File: src/hdl/ufr_pkg.sv
// Shared types and constants of the serial frame receiver.
// No dependencies; imported by ufr_rx_core and uart_frame_receiver.
package ufr_pkg;

   localparam int FIFO_DEPTH = 16;
   localparam int PTR_W      = $clog2(FIFO_DEPTH);
   localparam int CNT_W      = $clog2(FIFO_DEPTH + 1);
   localparam int ADDR_W     = 5;
   localparam int DATA_W     = 32;

   typedef enum logic [2:0] {
      REG_DATA_BITS    = 3'd0,
      REG_PARITY_MODE  = 3'd1,
      REG_LINE_INVERT  = 3'd2,
      REG_BIT_INTERVAL = 3'd3,
      REG_FIRST_DELAY  = 3'd4
   } ufr_reg_type;

   localparam logic [1:0] PARITY_EVEN = 2'd1;
   localparam logic [1:0] PARITY_ODD  = 2'd2;

   typedef struct packed {
      logic [3:0]  data_bits;
      logic [1:0]  parity_mode;
      logic        line_invert;
      logic [15:0] bit_interval;
      logic [15:0] first_sample_delay;
   } ufr_cfg_type;

   localparam ufr_cfg_type CFG_RESET = '{
      data_bits:          4'd8,
      parity_mode:        2'd0,
      line_invert:        1'b0,
      bit_interval:       16'd16,
      first_sample_delay: 16'd21
   };

   // Receiver status produced on a line tick.
   typedef struct packed {
      logic       valid;
      logic       frame_done;
      logic       parity_error;
      logic       framing_error;
      logic       push;
      logic [7:0] data;
   } ufr_evt_type;

endpackage

File: src/hdl/ufr_req_if.sv
// Input channel of the frame receiver: line ticks and host reads.
// No dependencies.
interface ufr_req_if;
   logic valid;
   logic ready;
   logic kind;
   logic line_level;

   modport source (output valid, output kind, output line_level, input ready);
   modport sink   (input valid, input kind, input line_level, output ready);
endinterface

File: src/hdl/ufr_rsp_if.sv
// Result channel of the frame receiver: status events and read replies.
// No dependencies.
interface ufr_rsp_if;
   logic       valid;
   logic       ready;
   logic       reply_kind;
   logic [7:0] read_data;
   logic       read_empty;
   logic       frame_done;
   logic       parity_error;
   logic       framing_error;
   logic       overrun_error;
   logic       became_available;

   modport source (output valid, output reply_kind, output read_data, output read_empty,
                   output frame_done, output parity_error, output framing_error,
                   output overrun_error, output became_available, input ready);
   modport sink   (input valid, input reply_kind, input read_data, input read_empty,
                   input frame_done, input parity_error, input framing_error,
                   input overrun_error, input became_available, output ready);
endinterface

File: src/hdl/ufr_rx_core.sv
// Bit sampler of the frame receiver: start detection, bit timing, shift
// register, parity and stop check. Depends on ufr_pkg.
module ufr_rx_core (
   input  logic               clock,
   input  logic               reset,
   input  logic               tick,
   input  logic               line_level,
   input  ufr_pkg::ufr_cfg_type cfg,
   output ufr_pkg::ufr_evt_type evt
);
   import ufr_pkg::*;

   logic        rcv_ff, rcv_in;
   logic        prev_ff, prev_in;
   logic [15:0] cd_ff, cd_in;
   logic [3:0]  pos_ff, pos_in;
   logic [7:0]  shift_ff, shift_in;

   logic        level;
   logic        par_on;
   logic [3:0]  nbits;
   logic [15:0] interval;
   logic [15:0] delay;

   always_comb begin
      level    = line_level ^ cfg.line_invert;
      nbits    = (cfg.data_bits < 4'd7) ? 4'd7 : ((cfg.data_bits > 4'd8) ? 4'd8 : cfg.data_bits);
      interval = (cfg.bit_interval == 16'd0) ? 16'd1 : cfg.bit_interval;
      delay    = (cfg.first_sample_delay == 16'd0) ? 16'd1 : cfg.first_sample_delay;
      par_on   = (cfg.parity_mode == PARITY_EVEN) || (cfg.parity_mode == PARITY_ODD);

      rcv_in   = rcv_ff;
      prev_in  = prev_ff;
      cd_in    = cd_ff;
      pos_in   = pos_ff;
      shift_in = shift_ff;
      evt      = '0;
      evt.data = shift_ff;

      if (tick) begin
         prev_in = level;
         if (!rcv_ff) begin
            if (prev_ff && !level) begin
               rcv_in   = 1'b1;
               cd_in    = delay;
               pos_in   = 4'd0;
               shift_in = 8'd0;
            end
         end else if (cd_ff > 16'd1) begin
            cd_in = cd_ff - 16'd1;
         end else begin
            cd_in = interval;
            if (pos_ff < nbits) begin
               shift_in = shift_ff | (8'(level) << pos_ff[2:0]);
               pos_in   = pos_ff + 4'd1;
            end else if ((pos_ff == nbits) && par_on) begin
               pos_in = pos_ff + 4'd1;
               if (((^shift_ff) ^ level) != cfg.parity_mode[1]) begin
                  evt.valid        = 1'b1;
                  evt.parity_error = 1'b1;
               end
            end else begin
               evt.valid         = 1'b1;
               evt.frame_done    = 1'b1;
               evt.push          = level;
               evt.framing_error = !level;
               rcv_in            = 1'b0;
               cd_in             = 16'd0;
               pos_in            = 4'd0;
               shift_in          = 8'd0;
            end
         end
      end
   end

   always_ff @(posedge clock) begin
      if (reset) begin
         rcv_ff   <= 1'b0;
         prev_ff  <= 1'b1;
         cd_ff    <= 16'd0;
         pos_ff   <= 4'd0;
         shift_ff <= 8'd0;
      end else begin
         rcv_ff   <= rcv_in;
         prev_ff  <= prev_in;
         cd_ff    <= cd_in;
         pos_ff   <= pos_in;
         shift_ff <= shift_in;
      end
   end

endmodule

File: src/hdl/uart_frame_receiver.sv
// Top level of the serial frame receiver: register port, receive FIFO memory
// and result stages. Depends on ufr_pkg, ufr_req_if, ufr_rsp_if, ufr_rx_core.
//
//   channel | direction | beat carries
//   req     | in        | kind, line_level
//   rsp     | out       | reply_kind, read_data, read_empty, status flags
//   csr     | in/out    | APB-style register writes and reads
//
// One beat is taken per cycle while req.ready is high; a result passes the
// RAM-read stage, set by the registered FIFO RAM read, and the output register.
// Reset is synchronous; registers return to their defaults, FIFO empties.
// A stalled rsp holds its result; beats keep flowing until a second result
// waits in the RAM-read stage, then req.ready drops until rsp moves.
module uart_frame_receiver (
   input  logic                       clock,
   input  logic                       reset,
   ufr_req_if.sink                    req,
   ufr_rsp_if.source                  rsp,
   input  logic                       csr_psel,
   input  logic                       csr_penable,
   input  logic                       csr_pwrite,
   input  logic [ufr_pkg::ADDR_W-1:0] csr_paddr,
   input  logic [ufr_pkg::DATA_W-1:0] csr_pwdata,
   output logic [ufr_pkg::DATA_W-1:0] csr_prdata,
   output logic                       csr_pready
);
   import ufr_pkg::*;

   typedef struct packed {
      logic       reply_kind;
      logic       use_mem;
      logic       read_empty;
      logic       frame_done;
      logic       parity_error;
      logic       framing_error;
      logic       overrun_error;
      logic       became_available;
   } ufr_res_type;

   typedef struct packed {
      logic       reply_kind;
      logic [7:0] read_data;
      logic       read_empty;
      logic       frame_done;
      logic       parity_error;
      logic       framing_error;
      logic       overrun_error;
      logic       became_available;
   } ufr_out_type;

   ufr_cfg_type  cfg_ff, cfg_in;
   ufr_reg_type  reg_sel;
   logic         csr_wr;

   ufr_evt_type  evt;
   logic         acc, acc_rd, tick;
   logic         move_a;
   logic         rd_mem, wr_mem;

   logic [7:0]       mem [FIFO_DEPTH];
   logic [7:0]       q_ff;
   logic [PTR_W-1:0] head_ff, head_in;
   logic [PTR_W-1:0] tail_ff, tail_in;
   logic [CNT_W-1:0] cnt_ff, cnt_in;

   logic         a_v_ff, a_v_in;
   ufr_res_type  a_ff, a_in;
   logic         b_v_ff, b_v_in;
   ufr_out_type  b_ff, b_in;

   // register port
   assign csr_pready = 1'b1;
   assign csr_wr     = csr_psel && csr_penable && csr_pwrite;
   assign reg_sel    = ufr_reg_type'(csr_paddr[4:2]);

   always_comb begin
      cfg_in     = cfg_ff;
      csr_prdata = '0;
      unique case (reg_sel)
         REG_DATA_BITS: begin
            csr_prdata = DATA_W'(cfg_ff.data_bits);
            if (csr_wr) cfg_in.data_bits = csr_pwdata[3:0];
         end
         REG_PARITY_MODE: begin
            csr_prdata = DATA_W'(cfg_ff.parity_mode);
            if (csr_wr) cfg_in.parity_mode = csr_pwdata[1:0];
         end
         REG_LINE_INVERT: begin
            csr_prdata = DATA_W'(cfg_ff.line_invert);
            if (csr_wr) cfg_in.line_invert = csr_pwdata[0];
         end
         REG_BIT_INTERVAL: begin
            csr_prdata = DATA_W'(cfg_ff.bit_interval);
            if (csr_wr) cfg_in.bit_interval = csr_pwdata[15:0];
         end
         REG_FIRST_DELAY: begin
            csr_prdata = DATA_W'(cfg_ff.first_sample_delay);
            if (csr_wr) cfg_in.first_sample_delay = csr_pwdata[15:0];
         end
         default: csr_prdata = '0;
      endcase
   end

   // handshake
   assign move_a    = a_v_ff && (!b_v_ff || rsp.ready);
   assign req.ready = !a_v_ff || move_a;
   assign acc       = req.valid && req.ready;
   assign acc_rd    = acc && req.kind;
   assign tick      = acc && !req.kind;

   ufr_rx_core u_core (
      .clock      (clock),
      .reset      (reset),
      .tick       (tick),
      .line_level (req.line_level),
      .cfg        (cfg_ff),
      .evt        (evt)
   );

   // FIFO pointers; a read and a push never fall in the same cycle
   assign rd_mem = acc_rd && (cnt_ff != '0);
   assign wr_mem = evt.valid && evt.push && (cnt_ff != CNT_W'(FIFO_DEPTH));

   always_comb begin
      head_in = head_ff;
      tail_in = tail_ff;
      cnt_in  = cnt_ff;
      if (rd_mem) begin
         head_in = (head_ff == PTR_W'(FIFO_DEPTH - 1)) ? '0 : head_ff + PTR_W'(1);
         cnt_in  = cnt_ff - CNT_W'(1);
      end
      if (wr_mem) begin
         tail_in = (tail_ff == PTR_W'(FIFO_DEPTH - 1)) ? '0 : tail_ff + PTR_W'(1);
         cnt_in  = cnt_ff + CNT_W'(1);
      end
   end

   always_ff @(posedge clock) begin
      if (wr_mem) mem[tail_ff] <= evt.data;
      if (rd_mem) q_ff <= mem[head_ff];
   end

   // RAM-read stage and output register
   always_comb begin
      a_v_in = a_v_ff;
      a_in   = a_ff;
      if (acc_rd) begin
         a_v_in                = 1'b1;
         a_in                  = '0;
         a_in.reply_kind       = 1'b1;
         a_in.use_mem          = (cnt_ff != '0);
         a_in.read_empty       = (cnt_ff == '0);
      end else if (tick && evt.valid) begin
         a_v_in                = 1'b1;
         a_in                  = '0;
         a_in.frame_done       = evt.frame_done;
         a_in.parity_error     = evt.parity_error;
         a_in.framing_error    = evt.framing_error;
         a_in.overrun_error    = evt.push && (cnt_ff == CNT_W'(FIFO_DEPTH));
         a_in.became_available = evt.push && (cnt_ff == '0);
      end else if (move_a) begin
         a_v_in = 1'b0;
      end

      b_v_in = b_v_ff;
      b_in   = b_ff;
      if (move_a) begin
         b_v_in                = 1'b1;
         b_in.reply_kind       = a_ff.reply_kind;
         b_in.read_data        = a_ff.use_mem ? q_ff : 8'd0;
         b_in.read_empty       = a_ff.read_empty;
         b_in.frame_done       = a_ff.frame_done;
         b_in.parity_error     = a_ff.parity_error;
         b_in.framing_error    = a_ff.framing_error;
         b_in.overrun_error    = a_ff.overrun_error;
         b_in.became_available = a_ff.became_available;
      end else if (rsp.ready) begin
         b_v_in = 1'b0;
      end
   end

   always_ff @(posedge clock) begin
      if (reset) begin
         cfg_ff  <= CFG_RESET;
         head_ff <= '0;
         tail_ff <= '0;
         cnt_ff  <= '0;
         a_v_ff  <= 1'b0;
         b_v_ff  <= 1'b0;
      end else begin
         cfg_ff  <= cfg_in;
         head_ff <= head_in;
         tail_ff <= tail_in;
         cnt_ff  <= cnt_in;
         a_v_ff  <= a_v_in;
         b_v_ff  <= b_v_in;
      end
      a_ff <= a_in;
      b_ff <= b_in;
   end

   assign rsp.valid            = b_v_ff;
   assign rsp.reply_kind       = b_ff.reply_kind;
   assign rsp.read_data        = b_ff.read_data;
   assign rsp.read_empty       = b_ff.read_empty;
   assign rsp.frame_done       = b_ff.frame_done;
   assign rsp.parity_error     = b_ff.parity_error;
   assign rsp.framing_error    = b_ff.framing_error;
   assign rsp.overrun_error    = b_ff.overrun_error;
   assign rsp.became_available = b_ff.became_available;

   // checks
   a_empty_ptrs: assert property (@(posedge clock) disable iff (reset)
      (cnt_ff == '0) |-> (head_ff == tail_ff))
      else $error("empty FIFO with head and tail apart");

   a_pop_count: assert property (@(posedge clock) disable iff (reset)
      (acc_rd && (cnt_ff != '0)) |=> (cnt_ff + CNT_W'(1) == $past(cnt_ff)))
      else $error("read beat did not pop the FIFO");

   a_full_holds: assert property (@(posedge clock) disable iff (reset)
      (evt.valid && evt.push && (cnt_ff == CNT_W'(FIFO_DEPTH)))
      |=> (cnt_ff == CNT_W'(FIFO_DEPTH)) && a_v_ff && a_ff.overrun_error)
      else $error("push into full FIFO not flagged as overrun");

endmodule
File: src/flat_wrapper.sv
// flat-port wrapper written by rule: the top's interface ports become plain ports
module uart_frame_receiver_flat import ufr_pkg::*;
  (clock, reset, csr_psel, csr_penable, csr_pwrite, csr_paddr, csr_pwdata, csr_prdata, csr_pready, req_valid, req_kind, req_line_level, req_ready, rsp_valid, rsp_reply_kind, rsp_read_data, rsp_read_empty, rsp_frame_done, rsp_parity_error, rsp_framing_error, rsp_overrun_error, rsp_became_available, rsp_ready);
  ufr_req_if req_i ();
  ufr_rsp_if rsp_i ();
  input  logic clock;
  input  logic reset;
  input  logic csr_psel;
  input  logic csr_penable;
  input  logic csr_pwrite;
  input  logic [ufr_pkg::ADDR_W-1:0] csr_paddr;
  input  logic [ufr_pkg::DATA_W-1:0] csr_pwdata;
  output logic [ufr_pkg::DATA_W-1:0] csr_prdata;
  output logic csr_pready;
  input wire logic [$bits(req_i.valid)-1:0] req_valid;
  input wire logic [$bits(req_i.kind)-1:0] req_kind;
  input wire logic [$bits(req_i.line_level)-1:0] req_line_level;
  output wire logic [$bits(req_i.ready)-1:0] req_ready;
  output wire logic [$bits(rsp_i.valid)-1:0] rsp_valid;
  output wire logic [$bits(rsp_i.reply_kind)-1:0] rsp_reply_kind;
  output wire logic [$bits(rsp_i.read_data)-1:0] rsp_read_data;
  output wire logic [$bits(rsp_i.read_empty)-1:0] rsp_read_empty;
  output wire logic [$bits(rsp_i.frame_done)-1:0] rsp_frame_done;
  output wire logic [$bits(rsp_i.parity_error)-1:0] rsp_parity_error;
  output wire logic [$bits(rsp_i.framing_error)-1:0] rsp_framing_error;
  output wire logic [$bits(rsp_i.overrun_error)-1:0] rsp_overrun_error;
  output wire logic [$bits(rsp_i.became_available)-1:0] rsp_became_available;
  input wire logic [$bits(rsp_i.ready)-1:0] rsp_ready;
  assign req_i.valid = req_valid;
  assign req_i.kind = req_kind;
  assign req_i.line_level = req_line_level;
  assign req_ready = req_i.ready;
  assign rsp_valid = rsp_i.valid;
  assign rsp_reply_kind = rsp_i.reply_kind;
  assign rsp_read_data = rsp_i.read_data;
  assign rsp_read_empty = rsp_i.read_empty;
  assign rsp_frame_done = rsp_i.frame_done;
  assign rsp_parity_error = rsp_i.parity_error;
  assign rsp_framing_error = rsp_i.framing_error;
  assign rsp_overrun_error = rsp_i.overrun_error;
  assign rsp_became_available = rsp_i.became_available;
  assign rsp_i.ready = rsp_ready;
  uart_frame_receiver u_core (.clock(clock), .reset(reset), .req(req_i), .rsp(rsp_i), .csr_psel(csr_psel), .csr_penable(csr_penable), .csr_pwrite(csr_pwrite), .csr_paddr(csr_paddr), .csr_pwdata(csr_pwdata), .csr_prdata(csr_prdata), .csr_pready(csr_pready));
endmodule
File: config.mk
export PLATFORM = sky130hd
export DESIGN_NAME = uart_frame_receiver_flat
export DESIGN_NICKNAME = d
export VERILOG_FILES = /design/src/hdl/ufr_pkg.sv /design/src/hdl/ufr_req_if.sv /design/src/hdl/ufr_rsp_if.sv /design/src/hdl/ufr_rx_core.sv /design/src/hdl/uart_frame_receiver.sv /design/src/flat_wrapper.sv
export SDC_FILE = /design/constraint.sdc
export NUM_CORES = 1
export LEC_CHECK = 0
export ABC_CLOCK_PERIOD_IN_PS = 5100
export BUFFER_PORTS_ARGS = -buffer_cell sky130_fd_sc_hd__buf_2
export CORE_ASPECT_RATIO = 1.2
export CORE_MARGIN = 2
export CORE_UTILIZATION = 33
export DETAILED_ROUTE_END_ITERATION = 12
export GPL_TIMING_DRIVEN = 0
export PLACE_DENSITY = 0.47
export SETUP_SLACK_MARGIN = 0.05
export SYNTH_ARGS = -nofsm -noshare
export SYNTH_HDL_FRONTEND = slang
export SYNTH_SLANG_ARGS = --single-unit
File: constraint.sdc
create_clock -name clock -period 5.1 [get_ports clock]
set_clock_uncertainty 0.2 [all_clocks]
set_input_delay 0.51 -clock clock [delete_from_list [all_inputs] [get_ports clock]]
set_output_delay 0.51 -clock clock [all_outputs]
set_load 0.05 [all_outputs]
After elaboration in Yosys (flattened, before gate mapping) --
Memory sizes are Yosys's and may differ from the RTL's. A register that Yosys moved wholly into a read port is not among the register bits. Cells that the tools add are included.
Cells by class: add/sub/neg operators 6, order comparisons 4, eq/ne operators 14, shift-type cells 1, mux-type cells 47, bitwise operators 3, reductions and logical operators 40
Operators with widths (count):
- 16-bit 2-to-1 mux | 7
- 16-bit case mux with 5 select lines | 1
- 8-bit 2-to-1 mux | 5
- 4-bit 2-to-1 mux | 9
- 16-bit zero test | 2
- 5-bit 2-to-1 mux | 6
- 16-bit by 1-bit greater-than comparator with 1-bit output, second input constant | 1
- 1-bit 2-to-1 mux | 16
- 16-bit by 1-bit subtractor with 16-bit output, second input constant | 1
- 1-bit logical AND | 14
- 7-bit 2-to-1 mux | 2
- 4-bit by 1-bit adder with 4-bit output, second input constant | 3
- 2-bit AND reduction | 6
- 4-bit == test, second input constant | 2
- 8-bit bitwise OR | 1
- 2-bit nonzero test | 4
- 8-bit parity | 1
- 1-bit by 3-bit << shifter with 8-bit output | 1
- 3-bit by 2-bit == test with 1-bit output, second input constant | 2
- 5-bit by 1-bit adder with 5-bit output, second input constant | 1
- 5-bit == test, second input constant | 1
- 5-bit zero test | 1
- 5-bit != test, second input constant | 1
- 5-bit nonzero test | 1
- 20 further kinds | 26
Storage, ports and cells: bits in registers 107, RAM bits 128, bits of input ports 46, output and inout port bits 50, word-level logic and storage cells 147, memories kept 1
Memories:
- u_core.mem | words 16, width 8, rd ports 1, clocked after Yosys merged registers in 1, wr ports 1, RTL line uart_frame_receiver.sv:60 | logic [7:0] mem [FIFO_DEPTH];

Depth between registers and ports, before layout --
depth after elaboration 14, depth in mapped cells 14, depth with buffers taken out 13

Hierarchy --
From an unflattened synthesis, not the netlist that was laid out.
Second synthesis, totals: cells, all modules 889, area total of the unflattened synthesis 10825.4 um^2
Modules (own cells, without submodules):
- uart_frame_receiver | instances 1, cells an instance 610, area an instance 8630.8 um^2, seq. area each 5795.6 um^2
- ufr_rx_core | instances 1, cells an instance 279, area an instance 2194.6 um^2, seq. area each 600.6 um^2

Least setup slack after synthesis --
No wires, ideal clock.
kind reg2reg, start register u_core.b_v_ff, in the netlist u_core.rsp.valid, end register u_core.cnt_ff[4], library setup time 0.127 ns, arrival time 3.770 ns, required time 4.773 ns, slack 1.003 ns, stages on the path, launching flop included 15, buffers on the path 2, clock period less this slack 4.097 ns, cells stage by stage dfxtp_1 -> and3b_1 -> clkbuf_1 -> inv_1 -> nand2_1 -> or3_4 -> nor3_4 -> buf_6 -> inv_1 -> fa_1 -> a21o_1 -> a21oi_1 -> nor3_1 -> and3_1 -> or3_1
Between the ends: cells in the longest elaborated chain, start to end 10, elaborated cells between the ends (all ways) 13, those cells by class mux: 2; reduce/logical: 11
RTL lines:
- from (decl) | RTL line uart_frame_receiver.sv:68 | logic b_v_ff, b_v_in;
- from (signal assigned) | RTL line uart_frame_receiver.sv:196 | b_v_ff <= b_v_in;
- 1-bit zero test * | RTL line uart_frame_receiver.sv:105 | assign move_a = a_v_ff && (!b_v_ff || rsp.ready);
- 1-bit logical OR * | RTL line uart_frame_receiver.sv:105
- 1-bit logical AND * | RTL line uart_frame_receiver.sv:105
- 1-bit logical OR * | RTL line uart_frame_receiver.sv:106 | assign req.ready = !a_v_ff || move_a;
- named net req_ready | RTL line flat_wrapper.sv:18 | output wire logic [$bits(req_i.ready)-1:0] req_ready;
- 1-bit logical AND * | RTL line uart_frame_receiver.sv:107 | assign acc = req.valid && req.ready;
- 1-bit logical AND | RTL line uart_frame_receiver.sv:109 | assign tick = acc && !req.kind;
- 5-bit 2-to-1 mux | RTL line ufr_rx_core.sv:40 | if (tick) begin
- 1-bit logical AND (2 in a row) | RTL line uart_frame_receiver.sv:122 | assign wr_mem = evt.valid && evt.push && (cnt_ff != CNT_W'(FIFO_DEPTH));
- 5-bit 2-to-1 mux or 2-bit nonzero test (tied branches)
- to (signal assigned) | RTL line uart_frame_receiver.sv:194 | cnt_ff <= cnt_in;
- to (decl) | RTL line uart_frame_receiver.sv:64 | logic [CNT_W-1:0] cnt_ff, cnt_in;
Mark *: on every way through the listed nets, which the timed path passes. The rest lies on a longest branch. A chain may end at the register's enable or synchronous reset.

Worst setup path in the final report --
start register u_core.u_core.cd_ff[13], end register u_core.cnt_ff[4]
Between the ends: cells in the longest elaborated chain, start to end 7, elaborated cells between the ends (all ways) 8, those cells by class order compare: 1; mux: 4; reduce/logical: 3
RTL lines:
- from (decl) | RTL line ufr_rx_core.sv:15 | logic [15:0] cd_ff, cd_in;
- from (signal assigned) | RTL line ufr_rx_core.sv:86 | cd_ff <= cd_in;
- 16-bit by 1-bit greater-than comparator with 1-bit output * | RTL line ufr_rx_core.sv:49 | end else if (cd_ff > 16'd1) begin
- 5-bit 2-to-1 mux * | RTL line ufr_rx_core.sv:49
- 5-bit 2-to-1 mux * | RTL line ufr_rx_core.sv:42 | if (!rcv_ff) begin
- 5-bit 2-to-1 mux * | RTL line ufr_rx_core.sv:40
- 1-bit logical AND * (2 in a row) | RTL line uart_frame_receiver.sv:122
- 5-bit 2-to-1 mux or 2-bit nonzero test (tied branches)
Every way passes the cells marked *; elsewhere a longest branch is shown, timed or not.

==> key figures <==
Run status
  – Status: completed

Critical path
  – Worst EP required: 5.33 ns
  – Worst Setup EP: u_core.cnt_ff[4]
  – WP data arrival: 4.56 ns
  – Cell Chain, Critical Path: nor3_1 > nand2_1 > or3_4 > nor3_4 > buf_6 > inv_1 > fa_1 > a21o_1 > a21oi_1 > nor3_1 > and3_1 > or3_1
  – Crit path launch type: register
  – Most used cell, CP: nor3_1
  – Worst path max stage delay: 0.70 ns
  – Reg2Reg Depth: 12
  – WS Path Type: reg2reg
  – CP max stage cell: nor3_1
  – R2R Setup Slk: 0.77 ns
  – Worst Setup SP: u_core.u_core.cd_ff[13]
  – R2r endpoint: u_core.cnt_ff[4]
  – Worst r2r src: u_core.u_core.cd_ff[13]
  – Worst-path maximum fanout: 10
  – CP Capture Type: register

Clocking
  – Clk Latency, worst-skew pair: 0.56 ns
  – CTS Buffer Depth: 3
  – CTS Buf Count: 26
  – Clk root buf: clkbuf_16
  – TritonCTS clock tree: done
  – CTS H-tree lvls: 1
  – Sink Count: 243
  – Clk slew on worst S/H paths: 0.06 ns

Drt
  – Initial DRC count: 485
  – DRC: 0
  – WL per Instance: 20.4 µm
  – Routed Antenna Nets: 0
  – Detailed-route via count: 7376
  – WL final: 29.6 mm
  – Drt pass-1 iters: 5
  – Via density: 5.09

Yosys
  – Synth Register Bits: 243
  – Synth Cell Area: 11000 µm²
  – Mapped Cells: 869
  – Syn avg cell area: 12.7 µm²
  – Post-synth ARST share: 0
  – Prevailing post-synth register cell: edfxtp_1
  – Synthesis Warnings: 0
  – Post-synth EDFFs: 153
  – Post-synthesis cell type count: 76
  – Register area share after synthesis: 0.582

Placement
  – # port buffers: 58
  – Post-DP HPWL: 20.9 mm
  – RePlAce Congestion: 0.817

Layout
  – Layout cells sized above 1: 0.186
  – Syn-to-layout area delta: 17.3%
  – Ant diodes: 0
  – # nets final: 1040
  – Post-layout util: 0.391

Die
  – Vert. Die Dim: 204 µm
  – Num rows: 73
  – Core area: 33000 µm²
  – Die Area: 34800 µm²
  – I/O pins: 96
  – Starting Density: 0.333
  – Die X: 171 µm

GRT
  – Initial antenna violation count: 0
  – Largest net degree at the start of global routing: 19
  – Total gr overflow: 0
  – First-pass GRT wire length: 45.8 mm
  – All-Layer GR Usage: 0.175
  – Vias in the first global route: 7463

Timing
  – Final setup viols: 0
  – Fin Setup TNS: 0 ns
  – Final Hold Viols: 0
  – Post-route clock period utilization: 0.849
  – RSZ-0062 raised after global routing: no
  – Max-slew headroom: 0.269
  – Final Max Tran Viols: 0
  – Max Fclk: 231 MHz
  – Minimum clock period after layout: 4.33 ns
  – Actual slew at the worst max-slew pin: 1.09 ns

Run
  – Max-Cap Viols: 0

Hold path
  – Min-delay worst type: in2reg

Power
  – Pwr dens: 372 nW/µm²
  – Worst IR Drop VDD: 0.000175 V
  – Leak pwr: 4.73 nW
-- Yosys cell counts, types with 5 or more instances --
master    instances  share of area
nor3_1           22          0.010
and2_1           12         0.0068
nand4_1           8         0.0046
xor2_1            5         0.0040
nor4_1            9         0.0051
nand2_1          69          0.024
ha_1             15          0.017
a31oi_1          12         0.0068
xnor2_1          15          0.012
or3_1             5         0.0028
buf_2             5         0.0023
o21ai_0          11         0.0050
mux4_2           41          0.084
a311oi_1         10         0.0080
a22o_1           12         0.0096
a21o_1            6         0.0041
edfxtp_1        153           0.42
nor2b_1          12         0.0068
a211oi_1          8         0.0055
buf_4            18          0.012
a41oi_1          10         0.0080
nor2_1           53          0.018
dfxtp_1          90           0.16
a21oi_1          45          0.020
inv_1            24         0.0082
clkbuf_1         38          0.013
nand3_1          26          0.012
mux2i_1          26          0.024
and3_1           21          0.012
-- how the worst min path moves through the flow --
stage	slack, ns	start	cells after the start	end
after global placement	0.22	u_core.a_ff[5]	0	u_core.rsp.read_empty
final	0.02	csr_pwdata[10]	3	u_core.cfg_ff[10]
after CTS	0.0009	csr_pwdata[9]	3	u_core.cfg_ff[9]
after global routing	0.02	csr_pwdata[15]	3	u_core.cfg_ff[15]
after floorplan	0.20	u_core.a_ff[5]	0	u_core.rsp.read_empty
after detailed placement	0.20	u_core.a_ff[5]	0	u_core.rsp.read_empty
-- where the power goes --
group	internal, mW	leakage [nW]	switching [mW]
clock	1.18	0.439	0.802
sequential	2.12	2.35	0.0386
combinational	0.254	1.94	0.398
total	3.56	4.73	1.24
-- cells in the final DEF (no fill, tap or decap), types with 11 or more instances in the layout --
| cell type | count |
|---|---|
| and2_1 | 12 |
| and3_1 | 21 |
| nand2_1 | 69 |
| a21oi_1 | 45 |
| dfxtp_1 | 90 |
| mux2i_1 | 26 |
| nor2b_1 | 12 |
| buf_2 | 63 |
| a31oi_1 | 12 |
| buf_4 | 19 |
| o21ai_0 | 11 |
| inv_1 | 24 |
| nor2_1 | 53 |
| conb_1 | 17 |
| clkbuf_16 | 26 |
| edfxtp_1 | 153 |
| nand3_1 | 26 |
| a22o_1 | 12 |
| mux4_2 | 41 |
| nor3_1 | 22 |
| ha_1 | 15 |
| xnor2_1 | 15 |
| clkbuf_1 | 43 |
-- critical path: cells and delay by family (launching register included) --
family          cells  cell delay [ns]
flops               1             0.36
simple gates        7             2.47
compound gates      2             0.48
buf+inv             2             0.28
fa+ha+maj           1             0.41
-- per-layer routing --
metal / vias up / track usage / wire length (µm)
li1: 3540 / - / -
met1: 3586 / 0.225 / 12600
met2: 199 / 0.301 / 14800
met3: 51 / 0.0259 / 1420
met4: 0 / 0.0546 / 744
met5: - / 0 / 0
-- cell families after synthesis --
group | share of synthesized area
AO/OA/AOI/OAI | 0.110
XOR/XNOR | 0.0180
adder cells (fa/ha/maj) | 0.0189
buffers and inverters | 0.0371
flip-flops | 0.582
multiplexers | 0.109
other | 0.000683
AND/OR/NAND/NOR | 0.125
-- registers in the layout, indices dropped and copies added, names as in the netlist, 4 cells and up --
register / cells
u_core.cnt_ff: 5
u_core.u_core.cd_ff: 16
u_core.rsp.read_data: 8
u_core.mem: 128
u_core.u_core.shift_ff: 8
u_core.u_core.pos_ff: 4
u_core.cfg_ff: 39
u_core.q_ff: 8
u_core.head_ff: 4
u_core.a_ff: 8
u_core.tail_ff: 4
-- cell type report --
cell class / instances / area, µm²
Buffer: 63 / 318
Clock buffer: 37 / 752
Clock inverter: 11 / 150
Fill cell: 3180 / 20100
Inverter: 24 / 90.1
Multi-Input combinational cell: 554 / 4250
Sequential cell: 243 / 6400
Tap cell: 450 / 563
Timing Repair Buffer: 66 / 368
-- what timing repair did --
action / 4_1_cts / 5_1_grt
hold buffers: 7 / 0
endpoints found under the hold margin: 9 / 0
setup buffers: 0 / 0
gates resized for setup: 0 / 0
-- through the flow --
stage          total power [mW]  hold WS, ns  cells  worst slack (ns)  instance area (µm²)
6_report                   4.80       0.0226   1448             0.769                12900
5_1_grt                    5.00       0.0227   1448             0.415                12900
4_1_cts                    4.85     0.000934   1448             0.751                12900
3_5_place_dp               2.86        0.205   1393             0.752                11900
3_3_place_gp               2.85        0.220   1392             0.751                11900
2_1_floorplan              2.68        0.200    884              1.00                11100
(Power assumes the default switching activity.)
